## src/design/fpt_pkg.sv

```systemverilog
// Shared types and constants for the frame point transform.
// Self-contained; every other design file depends on it.
package fpt_pkg;

   localparam int COORD_WIDTH_DEF = 32;
   localparam int COEF_WIDTH_DEF  = 16;
   localparam int QUEUE_DEPTH     = 4;
   localparam int CSR_INDEX_WIDTH = 3;

   typedef enum logic [1:0] {
      OP_BASE_TO_SPACE     = 2'd0,
      OP_SPACE_TO_BASE     = 2'd1,
      OP_BASE_TO_SPACE_DIM = 2'd2,
      OP_SPACE_TO_BASE_DIM = 2'd3
   } op_type;

   typedef enum logic [CSR_INDEX_WIDTH-1:0] {
      REG_AXIS_X   = 3'd0,
      REG_AXIS_Y   = 3'd1,
      REG_AXIS_Z   = 3'd2,
      REG_OFFSET_X = 3'd3,
      REG_OFFSET_Y = 3'd4,
      REG_OFFSET_Z = 3'd5
   } csr_reg_type;

   // decoded operation of one request, handed from the front queue to the datapath
   typedef struct packed {
      logic sub_offset;
      logic add_offset;
      logic use_abs;
      logic transpose;
   } op_flags_type;

endpackage

```

## src/design/fpt_req_if.sv

```systemverilog
// Request channel of the frame point transform: valid/ready, the operation and the point.
// Depends on fpt_pkg.
interface fpt_req_if #(
   parameter int COORD_WIDTH = fpt_pkg::COORD_WIDTH_DEF
);
   logic                          valid;
   logic                          ready;
   fpt_pkg::op_type               operation;
   logic signed [COORD_WIDTH-1:0] x_in;
   logic signed [COORD_WIDTH-1:0] y_in;
   logic signed [COORD_WIDTH-1:0] z_in;

   modport source (output valid, operation, x_in, y_in, z_in, input ready);
   modport sink   (input valid, operation, x_in, y_in, z_in, output ready);
endinterface

```

## src/design/fpt_front.sv

```systemverilog
// Front end: accepts requests, decodes the operation and queues the point.
// Depends on fpt_pkg and fpt_req_if.
module fpt_front #(
   parameter int COORD_WIDTH = fpt_pkg::COORD_WIDTH_DEF
) (
   input  logic                          clock,
   input  logic                          reset,
   fpt_req_if.sink                       req_chan,
   output logic                          q_valid,
   output fpt_pkg::op_flags_type         q_flags,
   output logic signed [COORD_WIDTH-1:0] q_point [3],
   input  logic                          q_pop
);
   import fpt_pkg::*;

   localparam int PtrWidth   = (QUEUE_DEPTH > 1) ? $clog2(QUEUE_DEPTH) : 1;
   localparam int CountWidth = $clog2(QUEUE_DEPTH + 1);

   op_flags_type                  flags_mem_ff [QUEUE_DEPTH];
   logic signed [COORD_WIDTH-1:0] point_mem_ff [QUEUE_DEPTH][3];
   logic [PtrWidth-1:0]           wr_ptr_ff, wr_ptr_in;
   logic [PtrWidth-1:0]           rd_ptr_ff, rd_ptr_in;
   logic [CountWidth-1:0]         count_ff, count_in;
   op_flags_type                  dec_flags;
   logic                          push;
   logic                          pop;

   always_comb begin
      dec_flags = '0;
      case (req_chan.operation)
         OP_BASE_TO_SPACE:     dec_flags.sub_offset = 1'b1;
         OP_SPACE_TO_BASE: begin
            dec_flags.add_offset = 1'b1;
            dec_flags.transpose  = 1'b1;
         end
         OP_BASE_TO_SPACE_DIM: dec_flags.use_abs = 1'b1;
         OP_SPACE_TO_BASE_DIM: begin
            dec_flags.use_abs   = 1'b1;
            dec_flags.transpose = 1'b1;
         end
         default: dec_flags = '0;
      endcase
   end

   assign req_chan.ready = (count_ff != CountWidth'(QUEUE_DEPTH));
   assign push = req_chan.valid && req_chan.ready;
   assign pop  = q_pop && (count_ff != '0);

   always_comb begin
      wr_ptr_in = wr_ptr_ff;
      rd_ptr_in = rd_ptr_ff;
      count_in  = count_ff;
      if (push) begin
         wr_ptr_in = (wr_ptr_ff == PtrWidth'(QUEUE_DEPTH - 1)) ? '0 : wr_ptr_ff + 1'b1;
      end
      if (pop) begin
         rd_ptr_in = (rd_ptr_ff == PtrWidth'(QUEUE_DEPTH - 1)) ? '0 : rd_ptr_ff + 1'b1;
      end
      if (push && !pop) begin
         count_in = count_ff + 1'b1;
      end else if (pop && !push) begin
         count_in = count_ff - 1'b1;
      end
   end

   always_ff @(posedge clock) begin
      if (reset) begin
         wr_ptr_ff <= '0;
         rd_ptr_ff <= '0;
         count_ff  <= '0;
      end else begin
         wr_ptr_ff <= wr_ptr_in;
         rd_ptr_ff <= rd_ptr_in;
         count_ff  <= count_in;
      end
   end

   always_ff @(posedge clock) begin
      if (push) begin
         flags_mem_ff[wr_ptr_ff]    <= dec_flags;
         point_mem_ff[wr_ptr_ff][0] <= req_chan.x_in;
         point_mem_ff[wr_ptr_ff][1] <= req_chan.y_in;
         point_mem_ff[wr_ptr_ff][2] <= req_chan.z_in;
      end
   end

   assign q_valid = (count_ff != '0);
   assign q_flags = flags_mem_ff[rd_ptr_ff];
   assign q_point = point_mem_ff[rd_ptr_ff];

endmodule

```

## src/flat_wrapper.sv

```systemverilog
// flat-port wrapper written by rule: the top's interface ports become plain ports
module fpt_front_flat import fpt_pkg::*;
#(
   parameter int COORD_WIDTH = fpt_pkg::COORD_WIDTH_DEF
)
  (clock, reset, q_valid, q_flags, q_point, q_pop, req_chan_valid, req_chan_operation, req_chan_x_in, req_chan_y_in, req_chan_z_in, req_chan_ready);
  fpt_req_if #(.COORD_WIDTH(COORD_WIDTH)) req_chan_i ();
  input  logic clock;
  input  logic reset;
  output logic q_valid;
  output fpt_pkg::op_flags_type q_flags;
  output logic signed [COORD_WIDTH-1:0] q_point[3];
  input  logic q_pop;
  input wire logic [$bits(req_chan_i.valid)-1:0] req_chan_valid;
  input wire logic [$bits(req_chan_i.operation)-1:0] req_chan_operation;
  input wire logic [$bits(req_chan_i.x_in)-1:0] req_chan_x_in;
  input wire logic [$bits(req_chan_i.y_in)-1:0] req_chan_y_in;
  input wire logic [$bits(req_chan_i.z_in)-1:0] req_chan_z_in;
  output wire logic [$bits(req_chan_i.ready)-1:0] req_chan_ready;
  assign req_chan_i.valid = req_chan_valid;
  assign req_chan_i.operation = req_chan_operation;
  assign req_chan_i.x_in = req_chan_x_in;
  assign req_chan_i.y_in = req_chan_y_in;
  assign req_chan_i.z_in = req_chan_z_in;
  assign req_chan_ready = req_chan_i.ready;
  fpt_front #(.COORD_WIDTH(COORD_WIDTH)) u_core (.clock(clock), .reset(reset), .req_chan(req_chan_i), .q_valid(q_valid), .q_flags(q_flags), .q_point(q_point), .q_pop(q_pop));
endmodule
```

## config.mk

```make
export PLATFORM = sky130hd
export DESIGN_NAME = fpt_front_flat
export DESIGN_NICKNAME = d
export VERILOG_FILES = /design/src/design/fpt_pkg.sv /design/src/design/fpt_req_if.sv /design/src/design/fpt_front.sv /design/src/flat_wrapper.sv
export SDC_FILE = /design/constraint.sdc
export NUM_CORES = 1
export LEC_CHECK = 0
export ABC_AREA = 0
export BUFFER_PORTS_ARGS = -buffer_cell sky130_fd_sc_hd__buf_2
export CAP_MARGIN = 30
export CORE_ASPECT_RATIO = 0.8
export CORE_MARGIN = 2
export CORE_UTILIZATION = 35
export CTS_BUF_LIST = sky130_fd_sc_hd__clkbuf_8
export CTS_CLUSTER_SIZE = 14
export DETAILED_ROUTE_END_ITERATION = 10
export MAX_ROUTING_LAYER = met4
export PLACE_DENSITY = 0.59
export SYNTH_ARGS = -nofsm -noshare
export SYNTH_HDL_FRONTEND = slang
export SYNTH_SLANG_ARGS = --single-unit
export TNS_END_PERCENT = 50
```

## constraint.sdc

```tcl
create_clock -name clock -period 2.65 [get_ports clock]
set_input_delay 0.265 -clock clock [delete_from_list [all_inputs] [get_ports clock]]
set_output_delay 0.265 -clock clock [all_outputs]
set_load 0.02 [all_outputs]
```

=== Word level (Yosys, flattened, before mapping) ===
Memory sizes are Yosys's and may differ from the RTL's. A register that Yosys moved wholly into a read port is not among the register bits.
Cells that the tools add are included.

* Reduce and logical (&&, ||, !) cells: 11
* Mux-type cells: 14
* Add/sub/neg operators: 4
* Eq/ne operators: 6

{| class="wikitable"
|+ Operator list
! cell !! count
|-
| $mux 2 || 6
|-
| $eq 2x2->1 const B || 4
|-
| $mux 1 || 6
|-
| $mux 3 || 2
|-
| $add 2x1->2 const B || 2
|-
| $logic_and 1x1->1 || 4
|-
| $reduce_or 2->1 || 2
|-
| $add 3x1->3 const B || 1
|-
| $ne 3x3->1 const B || 1
|-
| $reduce_bool 3->1 || 1
|-
| $sub 3x1->3 const B || 1
|-
| $eq 2x1->1 const B || 1
|-
| $logic_not 1->1 || 2
|-
| $logic_not 2->1 || 1
|-
| $reduce_bool 2->1 || 1
|}

* Register bits: 7
* Bits in writable memories: 400
* Output and inout port bits: 102
* Memories kept: 2
* Input port bits: 102
* Logic and storage cells: 40

{| class="wikitable"
|+ Memories
! memory !! words !! width !! read ports !! clocked after Yosys merged registers in !! write ports !! line !! RTL
|-
| u_core.point_mem_ff || 4 || 96 || 1 || 1 || 1 || fpt_front.sv:20 || <nowiki>logic signed [COORD_WIDTH-1:0] point_mem_ff [QUEUE_DEPTH][3];</nowiki>
|-
| u_core.flags_mem_ff || 4 || 4 || 1 || 1 || 1 || fpt_front.sv:19 || <nowiki>op_flags_type flags_mem_ff [QUEUE_DEPTH];</nowiki>
|}

=== Longest topological paths before layout ===
* Depth after elaboration: 6
* Depth in mapped cells: 9
* Gate-level depth less buffers: 8

=== Worst setup path after synthesis ===
Ideal clock, no wire load.

* Kind: flip-flop to flip-flop
* Start: register u_core.count_ff[0]
* End: memory u_core.flags_mem_ff[0][0] (netlist name), enable pin
* Data required time: 2.236 ns
* Cell stages (with the launch flop): 4
* Clock period less this slack: 2.461 ns
* Setup slack: 0.189 ns
* Arrival: 2.047 ns
* Library setup time: 0.414 ns
* Buffers on the path: 1
* Cells stage by stage: dfxtp_1 > or3b_1 > clkbuf_2 > and3_2

* Longest elaborated chain between the ends: 4

{| class="wikitable"
|+ Ends and longest elaborated chain
! what !! line !! RTL
|-
| from (decl) || fpt_front.sv:23 || <nowiki>logic [CountWidth-1:0] count_ff, count_in;</nowiki>
|-
| from (signal assigned) || fpt_front.sv:74 || <nowiki>count_ff <= count_in;</nowiki>
|-
| $ne 3x3->1 || fpt_front.sv:45 || <nowiki>assign req_chan.ready = (count_ff != CountWidth'(QUEUE_DEPTH));</nowiki>
|-
| net req_chan_ready || flat_wrapper.sv:19 || <nowiki>output wire logic [$bits(req_chan_i.ready)-1:0] req_chan_ready;</nowiki>
|-
| $logic_and 1x1->1 || fpt_front.sv:46 || <nowiki>assign push = req_chan.valid && req_chan.ready;</nowiki>
|-
| $mux 1 || fpt_front.sv:79 || <nowiki>if (push) begin</nowiki>
|-
| $mux 1 (not written as such) || fpt_front.sv:80 || <nowiki>flags_mem_ff[wr_ptr_ff] <= dec_flags;</nowiki>
|-
| to (decl) || fpt_front.sv:19 ||
|}

The timed path passes the listed nets, and every way through them passes these cells.

==> results.toml <==
[outcome]
status = "finished, final reports clean"

[place]
placed_cell_area_sq_um = 16800
dp.cells = 1320
gp_congestion = 0.725
port_buffers = 203
dp_hpwl_microns = 16900

[setup_path]
r2r_cells = 8
r2r_end = "u_core.count_ff[2]"
critical_path_required_ps = 2380
crit_path_end_kind = "output pin"
startpoint_type = "register"
worstPathMaxFanout = 42
crit_type = "register to output pin"
arrival_ps = 2180
r2r_setup_slack_ps = 320
regToRegStartpoint = "u_core.count_ff[0]"

[die]
start_util = 0.355
row_count = 67
core-area_sq_um = 41900
pin_count = 204
die_w_microns = 235
die-area_sq_um = 44200
dieHeight_microns = 188

[power_and_ir_drop]
p_per_area_nw_per_um2 = 895
intPower_uw = 12100
comb_power_share = 0.235
p_sw_frac = 0.287
p_total_uw = 17000
max-vdd-ir-drop_uv = 541
power_switching_uw = 4870
p_seq_frac = 0.473
p_leak_uw = 0.00648
pwr-share-clk = 0.292

[synth]
synth_cell_types = 28
synth_top_cell_by_area = "edfxtp_1"
ys_top_cells_by_area = "edfxtp_1 (81%), mux4_2 (15%), dfxtp_1 (1.2%)"
synthCells = 574
synth_nets = 683
synth-seq-cells = 409
synth-edff-count = 400
seq_area_frac_synth = 0.819
postSynthAreaPerCell_sq_um = 25.9
ys_async_sr_fraction = 0
synthFlopType = "edfxtp_1"
ys_warn_count = 0
synth_area_sq_um = 14900
synth_top_area_frac = 0.807

[sta]
fmax_ghz = 0.410
tns_ps = 0
finalClockSkew_ps = 19.3
final.min_clock_period_ps = 2440
whs_ps = 157
tightestPinTransition_ps = 443
slew_headroom = 0.705
hold_viol = 0
finalSetupViolCount = 0
rsz0062_at_grt = "false"
finalCritPeriodShare = 0.921
slew_violations = 0

[detailed_routing]
wl_met3_microns = 1640
drc = 0
firstDrtPassIters = 5
wirelength_microns = 29800
wl_met1_microns = 13800
antenna_left = 0
routed.top_layer = "met4"
wl_per_cell_microns = 19.3
viasPerCell = 4.67
vias = 7207
wl_met2_microns = 13700
drt-initial-drc-count = 357

[cts]
cts_buffer_depth = 3
cts_tree = "yes"
clk_pin_slew_worst_paths_ps = 60
clkSinkCount = 409
numCtsBuffers = 67
htreeDepth = 3
clk_latency_ps = 610
clockRootBuffer = "clkbuf_8"

[global_route]
first_global_vias = 7908
grt_overflow = 0
antenna_found_initial = 3
grtUsageTotal = 0.142
grt_max_degree = 59
grt_first_pass_wirelength_microns = 46200

[min_path]
hold_depth = 5
hp-class = "primary input to register"
hold_start = "q_pop"

[finish]
finalInstanceArea_sq_um = 19000
area_growth_pct = 27.5
layout_commonest_cell = "edfxtp_1"
instances_no_fill = 1543
mostFrequentLayoutCells = "edfxtp_1 (400), buf_2 (203), mux4_2 (100), dlygate4sd3_1 (100), clkbuf_8 (68)"
final_layout_size_suffix_gt1_frac = 0.418
final_nets = 1049

[job]
drv_cap = 0
[synth_stat cells (2+ instances only)]
master,instances
dfxtp_1,9
or3_2,2
clkbuf_1,3
buf_4,10
buf_2,4
and3_2,4
xor2_1,2
nor2_1,4
inv_1,3
clkbuf_2,2
mux4_2,100
buf_1,7
edfxtp_1,400
a21oi_1,2
ha_1,6
mux2i_1,3
nand2b_1,2
[logic make-up (layout without fill, tap and decap cells)]
| logic type | after synthesis | count (layout) | share of synthesized area |
|---|---|---|---|
| compound gates | 5 | 5 | 0.00235 |
| xor+xnor | 2 | 2 | 0.00118 |
| fa+ha+maj | 7 | 7 | 0.00639 |
| buf+inv | 29 | 441 | 0.0103 |
| flops | 409 | 409 | 0.819 |
| mux | 103 | 103 | 0.153 |
| other cells | 0 | 5 | 0 |
| simple gates | 19 | 19 | 0.00781 |
[cell type report]
class                           count  area, sq um
Antenna cell                        5         12.5
Clock inverter                     47          246
Multi-Input combinational cell    136         2560
Inverter                            3         11.3
Sequential cell                   409        12200
Clock buffer                       68          936
Fill cell                        3600        22900
Tap cell                          552          691
Timing Repair Buffer              323         2330
[stage by stage]
stage          setup WS [ps]   util
5_1_grt                 63.3  0.453
3_3_place_gp             410  0.400
4_1_cts                 86.8  0.453
2_1_floorplan            189      -
6_report                 210  0.453
3_5_place_dp             336  0.400
[critical path: stages (launching register included)]
cell	delay, ps
dfxtp_4	630
buf_12	320
mux4_2	370
buf_2	180
[routing by layer]
layer | track usage | vias to the layer above
li1 | - | 3216
met1 | 0.192 | 3761
met2 | 0.205 | 179
met3 | 0.0463 | 51
met4 | 0.0465 | 0
met5 | - | -
[sequential cells by signal (all words and copies together) (netlist names), named ones only]
name and cells:
u_core.point_mem_ff 384, u_core.flags_mem_ff 16, u_core.rd_ptr_ff 2, u_core.count_ff 3
u_core.wr_ptr_ff 2
[power by group through the flow]
stage	Sequential [uW]	Clock [uW]	Combinational, uW
after floorplan	8100	0	2610
after global placement	8180	0	3900
after detailed placement	8210	0	3920
after CTS	8040	5170	4110
after global routing	8090	5440	4300
final	8030	4960	4000
[worst max-delay path by stage]
| stage | start | to | slack, ps | cells past startpoint |
|---|---|---|---|---|
| 3_3_place_gp | u_core.count_ff[0] | u_core.count_ff[2] | 410 | 8 |
| 3_5_place_dp | u_core.count_ff[0] | u_core.count_ff[2] | 340 | 8 |
| 4_1_cts | register | q_point[20] | 90 | 3 |
| 5_1_grt | register | q_point[20] | 60 | 3 |
| 6_report | register | q_point[46] | 210 | 3 |
| 2_1_floorplan | u_core.count_ff[0] | u_core.flags_mem_ff[0][0] | 190 | 3 |
[repair_timing]
action,in CTS,in global routing
setup endpoints to repair,35,0
resized for setup,0,0
hold endpoints to repair,409,0
buffers inserted,3,0
hold buffers,100,0
No activity file was read; power rests on OpenSTA's default activity.
