File: config.mk
export PLATFORM = sky130hd
export DESIGN_NAME = fpt_csr
export DESIGN_NICKNAME = d
export VERILOG_FILES = /design/src/design/fpt_pkg.sv /design/src/design/fpt_csr.sv
export SDC_FILE = /design/constraint.sdc
export NUM_CORES = 1
export LEC_CHECK = 0
export BUFFER_PORTS_ARGS = -buffer_cell sky130_fd_sc_hd__buf_2
export CAP_MARGIN = 20
export CORE_MARGIN = 5
export CORE_UTILIZATION = 35
export CTS_BUF_LIST = sky130_fd_sc_hd__clkbuf_8
export DETAILED_ROUTE_END_ITERATION = 8
export PLACE_DENSITY = 0.54
export SYNTH_ARGS = -nofsm -noshare
export SYNTH_HDL_FRONTEND = slang
export SYNTH_SLANG_ARGS = --single-unit
export TNS_END_PERCENT = 50
File: constraint.sdc
create_clock -name clock -period 1.91 [get_ports clock]
set_input_delay 0.382 -clock clock [delete_from_list [all_inputs] [get_ports clock]]
set_output_delay 0.382 -clock clock [all_outputs]
set_load 0.01 [all_outputs]
File: src/design/fpt_pkg.sv
// Shared types and constants for the frame point transform.
// Self-contained; every other design file depends on it.
package fpt_pkg;

   localparam int COORD_WIDTH_DEF = 32;
   localparam int COEF_WIDTH_DEF  = 16;
   localparam int QUEUE_DEPTH     = 4;
   localparam int CSR_INDEX_WIDTH = 3;

   typedef enum logic [1:0] {
      OP_BASE_TO_SPACE     = 2'd0,
      OP_SPACE_TO_BASE     = 2'd1,
      OP_BASE_TO_SPACE_DIM = 2'd2,
      OP_SPACE_TO_BASE_DIM = 2'd3
   } op_type;

   typedef enum logic [CSR_INDEX_WIDTH-1:0] {
      REG_AXIS_X   = 3'd0,
      REG_AXIS_Y   = 3'd1,
      REG_AXIS_Z   = 3'd2,
      REG_OFFSET_X = 3'd3,
      REG_OFFSET_Y = 3'd4,
      REG_OFFSET_Z = 3'd5
   } csr_reg_type;

   // decoded operation of one request, handed from the front queue to the datapath
   typedef struct packed {
      logic sub_offset;
      logic add_offset;
      logic use_abs;
      logic transpose;
   } op_flags_type;

endpackage

File: src/design/fpt_csr.sv
// Configuration registers: three axis rows and the frame offset.
// Depends on fpt_pkg.
module fpt_csr #(
   parameter int COORD_WIDTH = fpt_pkg::COORD_WIDTH_DEF,
   parameter int COEF_WIDTH  = fpt_pkg::COEF_WIDTH_DEF
) (
   input  logic                                   clock,
   input  logic                                   reset,
   input  logic                                   csr_wr_en,
   input  logic [fpt_pkg::CSR_INDEX_WIDTH-1:0]    csr_index,
   input  logic [((3*COEF_WIDTH > COORD_WIDTH) ? 3*COEF_WIDTH : COORD_WIDTH)-1:0] csr_wdata,
   output logic [3*COEF_WIDTH-1:0]                axis_row [3],
   output logic signed [COORD_WIDTH-1:0]          offset   [3]
);
   import fpt_pkg::*;

   localparam int RowWidth = 3 * COEF_WIDTH;
   localparam logic [RowWidth-1:0] Unit = RowWidth'(1) << (COEF_WIDTH - 2);

   logic [RowWidth-1:0]          axis_row_ff [3];
   logic signed [COORD_WIDTH-1:0] offset_ff  [3];

   always_ff @(posedge clock) begin
      if (reset) begin
         for (int r = 0; r < 3; r++) begin
            axis_row_ff[r] <= Unit << (r * COEF_WIDTH);
            offset_ff[r]   <= '0;
         end
      end else if (csr_wr_en) begin
         case (csr_reg_type'(csr_index))
            REG_AXIS_X:   axis_row_ff[0] <= csr_wdata[RowWidth-1:0];
            REG_AXIS_Y:   axis_row_ff[1] <= csr_wdata[RowWidth-1:0];
            REG_AXIS_Z:   axis_row_ff[2] <= csr_wdata[RowWidth-1:0];
            REG_OFFSET_X: offset_ff[0]   <= $signed(csr_wdata[COORD_WIDTH-1:0]);
            REG_OFFSET_Y: offset_ff[1]   <= $signed(csr_wdata[COORD_WIDTH-1:0]);
            REG_OFFSET_Z: offset_ff[2]   <= $signed(csr_wdata[COORD_WIDTH-1:0]);
            default: ;
         endcase
      end
   end

   assign axis_row = axis_row_ff;
   assign offset   = offset_ff;

endmodule

==> Word level (Yosys, flattened, before mapping) <==
Index checks and enable logic that the tools add are counted.
W data, S select, Z words.
{ "word_totals": {"regBits": 240, "latch_bits": 0, "ram_bits": 0, "romBits": 0, "inputBits": 54, "out_inout_bits": 240, "elab_cells": 18, "memories": 0} }
{ "op_classes": {"add_sub_neg": 0, "mul": 0, "div_mod_pow": 0, "order_cmp": 0, "eq_ne": 5, "shifts": 0, "muxes": 0, "bitwise": 0, "reduce_logical": 7} }
{ "op_table": {"columns": ["cell", "count"], "rows": [
  ["$reduce_and A2 Y1", 6],
  ["$eq A3 B2 Y1 const B", 2],
  ["$eq A3 B3 Y1 const B", 2],
  ["$eq A3 B1 Y1 const B", 1],
  ["$logic_not A3 Y1", 1]
]} }

==> Depth between registers and ports, before layout <==
Gate-level depths: netlist of run 1.
{ "depth": {"depth_word": 2, "depth_mapped": 6, "ltp_nobuf": 2} }

==> Worst setup path before layout of run 1 <==
Ideal clock, no wire load.
{ "synth_path": {"path_type": "input to register", "start": "input csr_index[0] (netlist bit)", "end": "register axis_row_ff (netlist bit axis_row[133])", "setup_ns": 0.120, "arrival_time_ns": 1.389, "setup_slack_ns": 0.402, "path_stages": 5, "path_buffers": 3, "path_cell_list": "buf_6 > or4b_4 > buf_6 > buf_6 > mux2i_1"} }
{ "synth_between": {"elab_chain_cells": 2} }
{ "synth_lines": {"columns": ["item", "line_no", "text"], "rows": [
  ["from (decl)", "fpt_csr.sv:10", "input logic [fpt_pkg::CSR_INDEX_WIDTH-1:0] csr_index,"],
  ["$logic_not A3 Y1", "fpt_csr.sv:30", "case (csr_reg_type'(csr_index))"],
  ["$reduce_and A2 Y1 (no source line)", null, null],
  ["to (signal, indexed assignment)", "fpt_csr.sv:26", "axis_row_ff[r] <= Unit << (r * COEF_WIDTH);"],
  ["to (decl)", "fpt_csr.sv:20", "logic [RowWidth-1:0] axis_row_ff [3];"]
]} }
Every way passes these cells.
A chain may end at the register's enable or synchronous reset.

==> Worst setup path in the final report of run 1 <==
{ "layout_path": {"start": "register offset_ff (netlist bit offset[53])", "end": "output offset[53] (netlist bit)"} }
{ "layout_rtl": {"columns": ["item", "line_no", "text"], "rows": [
  ["from (decl)", "fpt_csr.sv:21", "logic signed [COORD_WIDTH-1:0] offset_ff [3];"],
  ["to (decl)", "fpt_csr.sv:13", "output logic signed [COORD_WIDTH-1:0] offset [3]"]
]} }
No word-level cell between the ends.

==> out/metrics.cfg, run 1 <==
[critical_path]
required_ns=1.53
worst-setup-path-type=flop to primary output
cp.buffers_inverters=1
crit_path_end_kind=primary output
crit_family=flip-flops
worst_ep_arrival_time_ns=1.03
worst-path-max-fanout=2
worstPathCellList=buf_2
crit_slowest_cell=dfxtp_1
critPathMaxStageDelay_ns=0.37
crit_path_start_kind=flop

[placed_design]
placed_cell_area_um2=11360
hpwl_um=17890
portBuffers=293
gp_congestion=0.7103
pre_cts_ws_ns=0.2766

[timing]
fin_crit_ns=1.414
slew_headroom_pct=70.75
fin_crit_sh_pct=74.01
hold_viol=0
rsz0062_at_grt=false
worstMarginPinSlew_ns=0.4387
setup_ws_ns=0.4964
finalClockSkew_ns=0
setup_violations=0
fmax_mhz=707.4
drv_slew=0
setup_tns_ns=0

[min_path]
min-delay-path-class=input port to flop

[clock_tree]
cts_tree=done
cts_hold_buf=0
htree_levels=2
cts.clk_slew.worst_paths_ns=0.06
insertion_delay_ns=0.52
cts_root_buffer=clkbuf_8
postCtsSetupBuffers=0
clock-sinks=240
cts.path.max_buffers=3
numCtsBuffers=43
cts_resized=0

[yosys]
syn-instance-count=841
seq_area_frac_synth_pct=51.13
yosysUniqueCellTypes=13
syn-cell-area_um2=9398
yosysWarnings=0
syn_nets=895
synth-seq-cells=240
syn_area_per_cell_um2=11.17

[layout]
nNetsFinal=1194
final_common_cell=buf_2
fin_util_pct=45.66
drive_gt1_share_pct=32.37
area_growth_pct=29.84
fillCellCount=2629
antenna_cells=0
final_area_um2=12200
final_cell_mix=buf_2, nand2b_1, mux2i_1, dfxtp_1, clkbuf_8

[power]
combPwrFrac_pct=7.4
power_density_nw_per_um2=865.7
leakage_nw=6.519
seq_power_share_pct=49.0
p_sw_mw=2.511
intPower_mw=8.052
clkPwrFrac_pct=43.6
ir_drop_uv=467.6
sw_frac_of_total_pct=23.77

[global_routing]
grtUsageTotal_pct=16.65
grt_pass1_wl_um=40840
grt_overflow=0
antenna_found_initial=0
grt_start_max_net_pins=65
grt_pass1_vias=7011

[outcome]
status=finished, final reports clean

[floorplanning]
core.rowCount=60
dieArea_um2=30230
core_area_um2=26730
die_w_um=173.9
die_h_um=173.9
ios=294
initial_utilization_pct=35.16

[route]
drt-pass1-iter-count=4
wire_per_inst_um=17.40
wl_um=26300
detail-route-antenna-nets=0
vias=6827
drc=0
drt-initial-drc-count=242
vias_per_cell=4.515

[run]
max-cap-violations=0

-- state kept, by name, summed over array words and instances, names as in the netlist --
register,cells
offset,96
axis_row,144
-- through the flow --
stage,hold WS (ns),std cells,power (mW)
2_1_floorplan,0.4926,841,5.737
3_3_place_gp,0.4548,1436,6.074
3_5_place_dp,0.4589,1436,6.078
4_1_cts,0.09861,1512,10.76
5_1_grt,0.1285,1512,11.04
6_report,0.1401,1512,10.56
-- logic make-up after synthesis --
kind of cell	Yosys count	share of synthesized area, %
buffers and inverters	62	3.209
AND/OR/NAND/NOR	299	20.10
multiplexers	240	25.56
flip-flops	240	51.13
-- per-layer routing --
metal	routed length (um)	GRT usage, %
met4	366	4.223
met3	2006	5.474
met1	11730	21.27
met5	0	0
met2	12200	27.30
-- cell usage after synthesis --
library cell  instances  area (um^2)
buf_2                19        95.09
buf_6                 3        33.78
nand2b_1            285         1783
nor4b_1               1        8.760
nand4b_1              2        17.52
nand4bb_1             3        33.78
buf_4                 6        45.04
dfxtp_1             240         4805
clkbuf_1             34        127.6
mux2i_1             240         2402
nor2_1                6        22.52
or4b_4                1        13.76
nor4bb_1              1        10.01
-- worst paths after layout --
check	slack [ns]	start	cells after the start	to
max	0.50	offset[53]	1	offset[53]
min	0.14	csr_wdata[46]	3	axis_row[46]
max reg2reg	1.28	offset[53]	2	offset[53]
min reg2reg	0.47	axis_row[127]	2	axis_row[127]
-- power by group through the flow --
stage	clock, mW	sequential, mW	combinational (mW)
floorplan	0	5.33	0.404
global placement	0	5.28	0.791
detailed placement	0	5.28	0.793
CTS	4.79	5.18	0.796
global route	5.00	5.19	0.848
finish	4.60	5.18	0.780
-- final cells by class --
type / count / area [um^2] / area share (%)
clock inverters: 21 / 81.33 / 0.6665
clock buffers: 55 / 757.0 / 6.204
repair buffers: 316 / 1770 / 14.51
multi-input cells: 539 / 4362 / 35.75
flip-flops and latches: 240 / 4805 / 39.38
well taps: 341 / 426.7 / 3.497
(Power assumes the default switching activity.)
==> run 2: changes to the inputs <==
- clock period: 1.91 -> 1.4 ns (I/O delays scaled with it)
==> run 2 against run 1 <==
  * Largest power group unchanged
  * Sequential share of layout area fell by 0.92 points
  * Final cell count rose by 1.3%
  * Flip-flop and latch count did not move
  * Core utilization rose by 1.1 points
  * Sequential power rose by 36%
  * Worst setup slack got worse by 0.43 ns
  * Via count rose by 1.3%
  * Wire length barely moved
  * Final area rose by 2.4%
  * Critical path type unchanged
==> out/metrics.cfg, run 2 (synthesis gave the netlist of run 1 again) <==
[outcome]
status=finished, final reports clean

[layout]
final_area_um2=12490  ; +2.4%
final_cell_mix=buf_2, nand2b_1, mux2i_1, dfxtp_1, clkbuf_8
final_common_cell=buf_2
fillCellCount=2582  ; -1.8%
area_growth_pct=32.95
antenna_cells=0  ; unchanged
drive_gt1_share_pct=34.17  ; +1.8 points
layout.cells.non_filler=1532  ; +1.3%
nNetsFinal=1218  ; +2.0%
largest_reg_flops=144  ; unchanged

[global_routing]
grt_pass1_wl_um=41260  ; +1.0%
grtUsageTotal_pct=16.82  ; +0.16 points
grt_start_max_net_pins=50  ; -23%
grt_pass1_vias=7044  ; +0.47%
antenna_found_initial=0  ; unchanged
grt_overflow=0  ; unchanged

[power]
leakage_nw=6.648  ; +2.0%
ir_drop_uv=802.5  ; +72%
total_power_mw=14.64  ; +39%
power_density_nw_per_um2=1171  ; +35%

[floorplanning]
die_w_um=173.9  ; unchanged
initial_utilization_pct=35.16  ; unchanged
core_area_um2=26730  ; unchanged
dieArea_um2=30230  ; unchanged
die_h_um=173.9  ; unchanged
ios=294  ; unchanged
core.rowCount=60  ; unchanged

[critical_path]
crit_path_end_kind=primary output
reg2reg_from=offset[54]
required_ns=1.12  ; -0.41 ns
worstPathCellList=buf_2
critPathLaunch=offset[54]
worst-setup-path-type=flop to primary output
worst_ep_arrival_time_ns=1.05  ; +0.02 ns
rr_worst_depth=2  ; unchanged
cp_num_cells=1  ; unchanged
cp.buffers_inverters=1  ; unchanged
critical_path.endpoint=offset[54]
worst-path-max-fanout=2  ; unchanged
reg2reg_to=offset[54]
crit_slowest_cell=dfxtp_1
crit_family=flip-flops
reg2reg_slack_ns=0.77  ; -0.51 ns
critPathMaxStageDelay_ns=0.37  ; about the same
crit_path_start_kind=flop

[clock_tree]
clock-sinks=240  ; unchanged
cts_root_buffer=clkbuf_8
cts_resized=0  ; unchanged
insertion_delay_ns=0.53  ; about the same
htree_levels=2  ; unchanged
cts.path.max_buffers=3  ; unchanged
cts.clk_slew.worst_paths_ns=0.06  ; about the same
cts_tree=done
postCtsSetupBuffers=0  ; unchanged
numCtsBuffers=42  ; -2.3%

[timing]
drv_slew=0  ; unchanged
hold_viol=0  ; unchanged
setup_ws_ns=0.07059  ; -0.4258 ns
slew_headroom_pct=79.36  ; +8.6 points
fin_crit_ns=1.329
worstMarginPinSlew_ns=0.3095  ; -0.1291 ns
finalClockSkew_ns=0  ; unchanged
fin_crit_sh_pct=94.96
setup_tns_ns=0  ; unchanged
rsz0062_at_grt=false
fmax_mhz=752.2
setup_violations=0  ; unchanged

[placed_design]
portBuffers=293  ; unchanged
gp_congestion=0.7468  ; +5.1%
dp.cells=1460  ; +1.7%
pre_cts_ws_ns=-0.1196  ; -0.3962 ns
placed_cell_area_um2=11630  ; +2.4%
hpwl_um=18510  ; +3.5%

[route]
wl_um=26290  ; about the same
drt-initial-drc-count=181  ; -25%
wire_per_inst_um=17.16  ; -1.4%
drt-pass1-iter-count=4  ; unchanged
vias_per_cell=4.513  ; about the same
drc=0  ; unchanged
detail-route-antenna-nets=0  ; unchanged
vias=6914  ; +1.3%

[min_path]
min-delay-path-class=input port to flop

[run]
max-cap-violations=0  ; unchanged

==> run 2: cell types whose count changed in the layout (fill, tap and decap cells not counted), sizes merged <==
cell	previous run	this run
buf	316	340
inv	19	10
clkbuf	55	58
clkinvlp	0	1
dlygate4sd3	0	1
==> run 2: layout make-up <==
class                      instances  area (um^2)  share of cell area, %
clock buffer                      58        798.3                  6.389
sequential                       240         4805                  38.45
multi-input combinational        539         4362                  34.91
tap                              341        426.7                  3.415
clock inverter                    13        55.05                 0.4406
timing repair buffer             341         2048                  16.39
==> run 2: power breakdown <==
part	switching [mW]	total, mW	leakage [nW]	internal [mW]
sequential	0.0753	7.06	1.94	6.99
clock	2.79	6.44	0.478	3.65
combinational	0.580	1.14	4.23	0.557
==> run 2: through the flow <==
step                utilization, %  hold WS, ns
floorplan                        -       0.4412
global placement             43.52       0.4545
detailed placement           43.52       0.4579
CTS                          46.75      0.02094
global route                 46.75      0.04323
finish                       46.75      0.05792
==> run 2: what timing repair did <==
item | in CTS | in global routing
hold endpoints to repair | 1 | 0
setup endpoints to repair | 0 | 0
hold buffers | 1 | 0
==> run 2: worst min-delay path, cell delays in order <==
cell,delay [ns]
buf_2,0.10
nor2_1,0.04
mux2i_1,0.12
==> run 2: how the worst min path moves through the flow <==
stage	from	end	slack, ns	cells past startpoint
3_3_place_gp	axis_row[104]	axis_row[104]	0.45	2
4_1_cts	csr_wdata[41]	axis_row[41]	0.02	3
5_1_grt	csr_wdata[41]	axis_row[137]	0.04	3
6_report	csr_wdata[46]	axis_row[46]	0.06	3
2_1_floorplan	csr_wdata[46]	axis_row[46]	0.44	2
3_5_place_dp	axis_row[96]	axis_row[96]	0.46	2
==> run 2: metal layers <==
metal	vias to the layer above	global-route usage [%]	share of wire (%)
met4	0	4.454	1.9
met5	-	0	0
met1	3250	21.03	44
li1	3430	-	-
met3	40	5.736	7.4
met2	194	27.85	47
==> run 3: changes to the inputs <==
- ABC_AREA: default -> 1
- CTS_BUF_LIST: sky130_fd_sc_hd__clkbuf_8 -> default
==> run 3 against run 2 <==
  * Maximum frequency rose by 0.64%
  * Final cell count up 31%
  * Wire length grew 24%
  * Total power increased by 11%
  * Flip-flop and latch count did not move
  * Clock power is 12% higher
  * Sequential share of layout area fell by 0.24 points
  * First-iteration DRC count rose to 3.2 times the previous value
  * Global-route usage rose by 3.7 points
  * Highest routed layer unchanged
==> out/metrics.cfg, run 3 <==
[floorplanning]
die_w_um=174.2  ; +0.19%
dieArea_um2=30340  ; +0.38%
core_area_um2=26730  ; unchanged
ios=294  ; unchanged
core.rowCount=60  ; unchanged
initial_utilization_pct=35.30  ; +0.14 points
die_h_um=174.2  ; +0.19%

[global_routing]
grt_start_max_net_pins=64  ; +28%
grtUsageTotal_pct=20.56  ; +3.7 points
grt_overflow=0  ; unchanged
grt_pass1_wl_um=51180  ; +24%
antenna_found_initial=1  ; +1
grt_pass1_vias=8987  ; +28%

[clock_tree]
cts.path.max_buffers=3  ; unchanged
numCtsBuffers=27  ; -36%
postCtsSetupBuffers=0  ; unchanged
cts_root_buffer=clkbuf_16
htree_levels=1  ; -1
cts_resized=0  ; unchanged
cts.clk_slew.worst_paths_ns=0.06  ; about the same
cts_tree=done
clock-sinks=240  ; unchanged
insertion_delay_ns=0.52  ; about the same

[route]
wl_um=32670  ; +24%
drc=0  ; unchanged
drt-pass1-iter-count=5  ; +1
drt-initial-drc-count=578  ; +220%
vias=9478  ; +37%
vias_per_cell=4.730  ; +4.8%
detail-route-antenna-nets=0  ; unchanged
wire_per_inst_um=16.30  ; -5.0%

[yosys]
yosys-top-cells-area=dfxtp_1, nor2_1, nand3_1, nand2_1, buf_2
synth_top_family_by_area=simple AND/OR/NAND/NOR gates
async_flop_share_pct=0  ; unchanged
ys.flop_type=dfxtp_1
synth-seq-cells=240  ; unchanged
synth_compound_area_share_pct=0  ; unchanged
synth_mux_area_share_pct=0  ; -26 points
synth_edf_count=0  ; unchanged
yosysWarnings=0  ; unchanged
yosysMostFrequentCell=nor2_1
yosys.area.top_type=dfxtp_1
syn-cell-area_um2=9435  ; +0.40%
yosysUniqueCellTypes=12  ; -1
seq_area_frac_synth_pct=50.92  ; -0.20 points
syn_nets=1424  ; +59%
synth_simple_gate_area_share_pct=42.06  ; +22 points
synth_common_cells=nor2_1, nand2_1, dfxtp_1, nand3_1, inv_1
syn-instance-count=1370  ; +63%
synthAdderAreaFrac_pct=0  ; unchanged
synth_top_area_share_pct=50.92  ; -0.20 points
synth-xor-area-share_pct=0  ; unchanged
syn_area_per_cell_um2=6.887  ; -38%

[outcome]
status=finished, final reports clean

[min_path]
min_to=axis_row[110]
min_path_cells=3  ; unchanged
hp-start=csr_wdata[14]
min-delay-path-class=input port to flop

[layout]
largest_reg_flops=144  ; unchanged
drive_gt1_share_pct=24.07  ; -10 points
final_common_cell=nor2_1
area_growth_pct=33.27
final_cell_mix=nor2_1, buf_2, nand2_1
nNetsFinal=1696  ; +39%

[critical_path]
required_ns=1.12  ; about the same
worst-path-max-fanout=2  ; unchanged
crit_family=flip-flops
worst_ep_arrival_time_ns=1.04  ; about the same
reg2reg_slack_ns=0.81  ; +0.04 ns
critPathLaunch=axis_row[118]
crit_path_start_kind=flop
worstPathCellList=buf_2
rr_worst_depth=2  ; unchanged
crit_slowest_cell=dfxtp_1
reg2reg_from=axis_row[118]
worst-setup-path-type=flop to primary output
critPathMaxStageDelay_ns=0.37  ; about the same
crit_path_end_kind=primary output
reg2reg_to=axis_row[118]
cp.buffers_inverters=1  ; unchanged

[timing]
slew_headroom_pct=75.83  ; -3.5 points
setup_violations=0  ; unchanged
fin_crit_ns=1.321  ; -0.008519 ns
rsz0062_at_grt=false
worstMarginPinSlew_ns=0.3617  ; +0.05212 ns
finalClockSkew_ns=0  ; unchanged
setup_tns_ns=0  ; unchanged
fin_crit_sh_pct=94.35  ; -0.61 points
hold_viol=0  ; unchanged
fmax_mhz=757.1  ; +0.64%
drv_slew=0  ; unchanged

[placed_design]
gp_congestion=0.8115  ; +8.7%
portBuffers=293  ; unchanged
hpwl_um=22140  ; +20%

[power]
total_power_mw=16.20  ; +11%
ir_drop_uv=694.8  ; -13%
leakage_nw=6.212  ; -6.6%
power_density_nw_per_um2=1288  ; +10%

[run]
max-cap-violations=0  ; unchanged

[run 3: cell types whose count changed in the layout (fill, tap and decap cells not counted), sizes merged, moves of 22 or more]
| cell | change |
|---|---|
| nand3 | +240 |
| nor2 | +478 |
| mux2i | -240 |
| nand2b | -285 |
| clkbuf | -22 |
| inv | +45 |
| nand2 | +252 |
[run 3: per-layer routing]
layer	wire [um]	GRT usage, %	part of all wire [%]
met5	0	0	0
met4	854	6.335	2.6
met3	2403	4.937	7.4
met2	14900	33.13	46
met1	14510	27.39	44
[run 3: cell families after synthesis]
| logic type | count (synthesis) |
|---|---|
| DFF | 240 |
| buffers and inverters | 154 |
| and+or+nand+nor | 976 |
[run 3: area by class of cell]
class                           instances  area (um^2)
Multi-Input combinational cell        976         4039
Sequential cell                       240         4805
Timing Repair Buffer                  342         2177
Inverter                               55        211.5
Fill cell                            2786        14150
Antenna cell                            1        2.502
Clock inverter                         13        143.9
Clock buffer                           36        769.5
Tap cell                              341        426.7
[run 3: where the power goes]
part / leakage (nW) / internal [mW] / switching [mW]
Combinational: 3.80 / 0.654 / 1.13
Clock: 0.461 / 4.39 / 2.82
Sequential: 1.95 / 7.07 / 0.133
Total: 6.21 / 12.1 / 4.08
[run 3: what timing repair did]
item                                    4_1_cts  5_1_grt
hold endpoints to repair                      2        0
endpoints found under the setup margin        0        0
hold buffers                                  2        0
[run 3: worst register-to-register path: stages (launching register included)]
cell	delay [ns]
dfxtp_1	0.37
nor2_1	0.06
nor2_1	0.10
[run 3: worst max-delay path by stage]
stage	cells after the start	to	slack (ns)
after floorplan	7	axis_row[103]	0.26
after global placement	7	axis_row[110]	0.03
after detailed placement	7	axis_row[99]	0.02
after CTS	1	axis_row[120]	0.06
after global routing	1	axis_row[128]	0.04
final	1	axis_row[118]	0.08
[run 3: through the flow]
step / hold WS (ns) / instance area, um^2 / setup WS, ns / cells / utilization, %
detailed placement: 0.4614 / 11640 / 0.01772 / 1952 / 43.55
floorplan: 0.3932 / 9435 / 0.2597 / 1370 / -
global route: 0.02954 / 12570 / 0.03516 / 2004 / 47.05
finish: 0.02233 / 12570 / 0.07911 / 2004 / 47.05
CTS: 0.008846 / 12570 / 0.05538 / 2003 / 47.04
global placement: 0.4571 / 11640 / 0.02576 / 1952 / 43.55
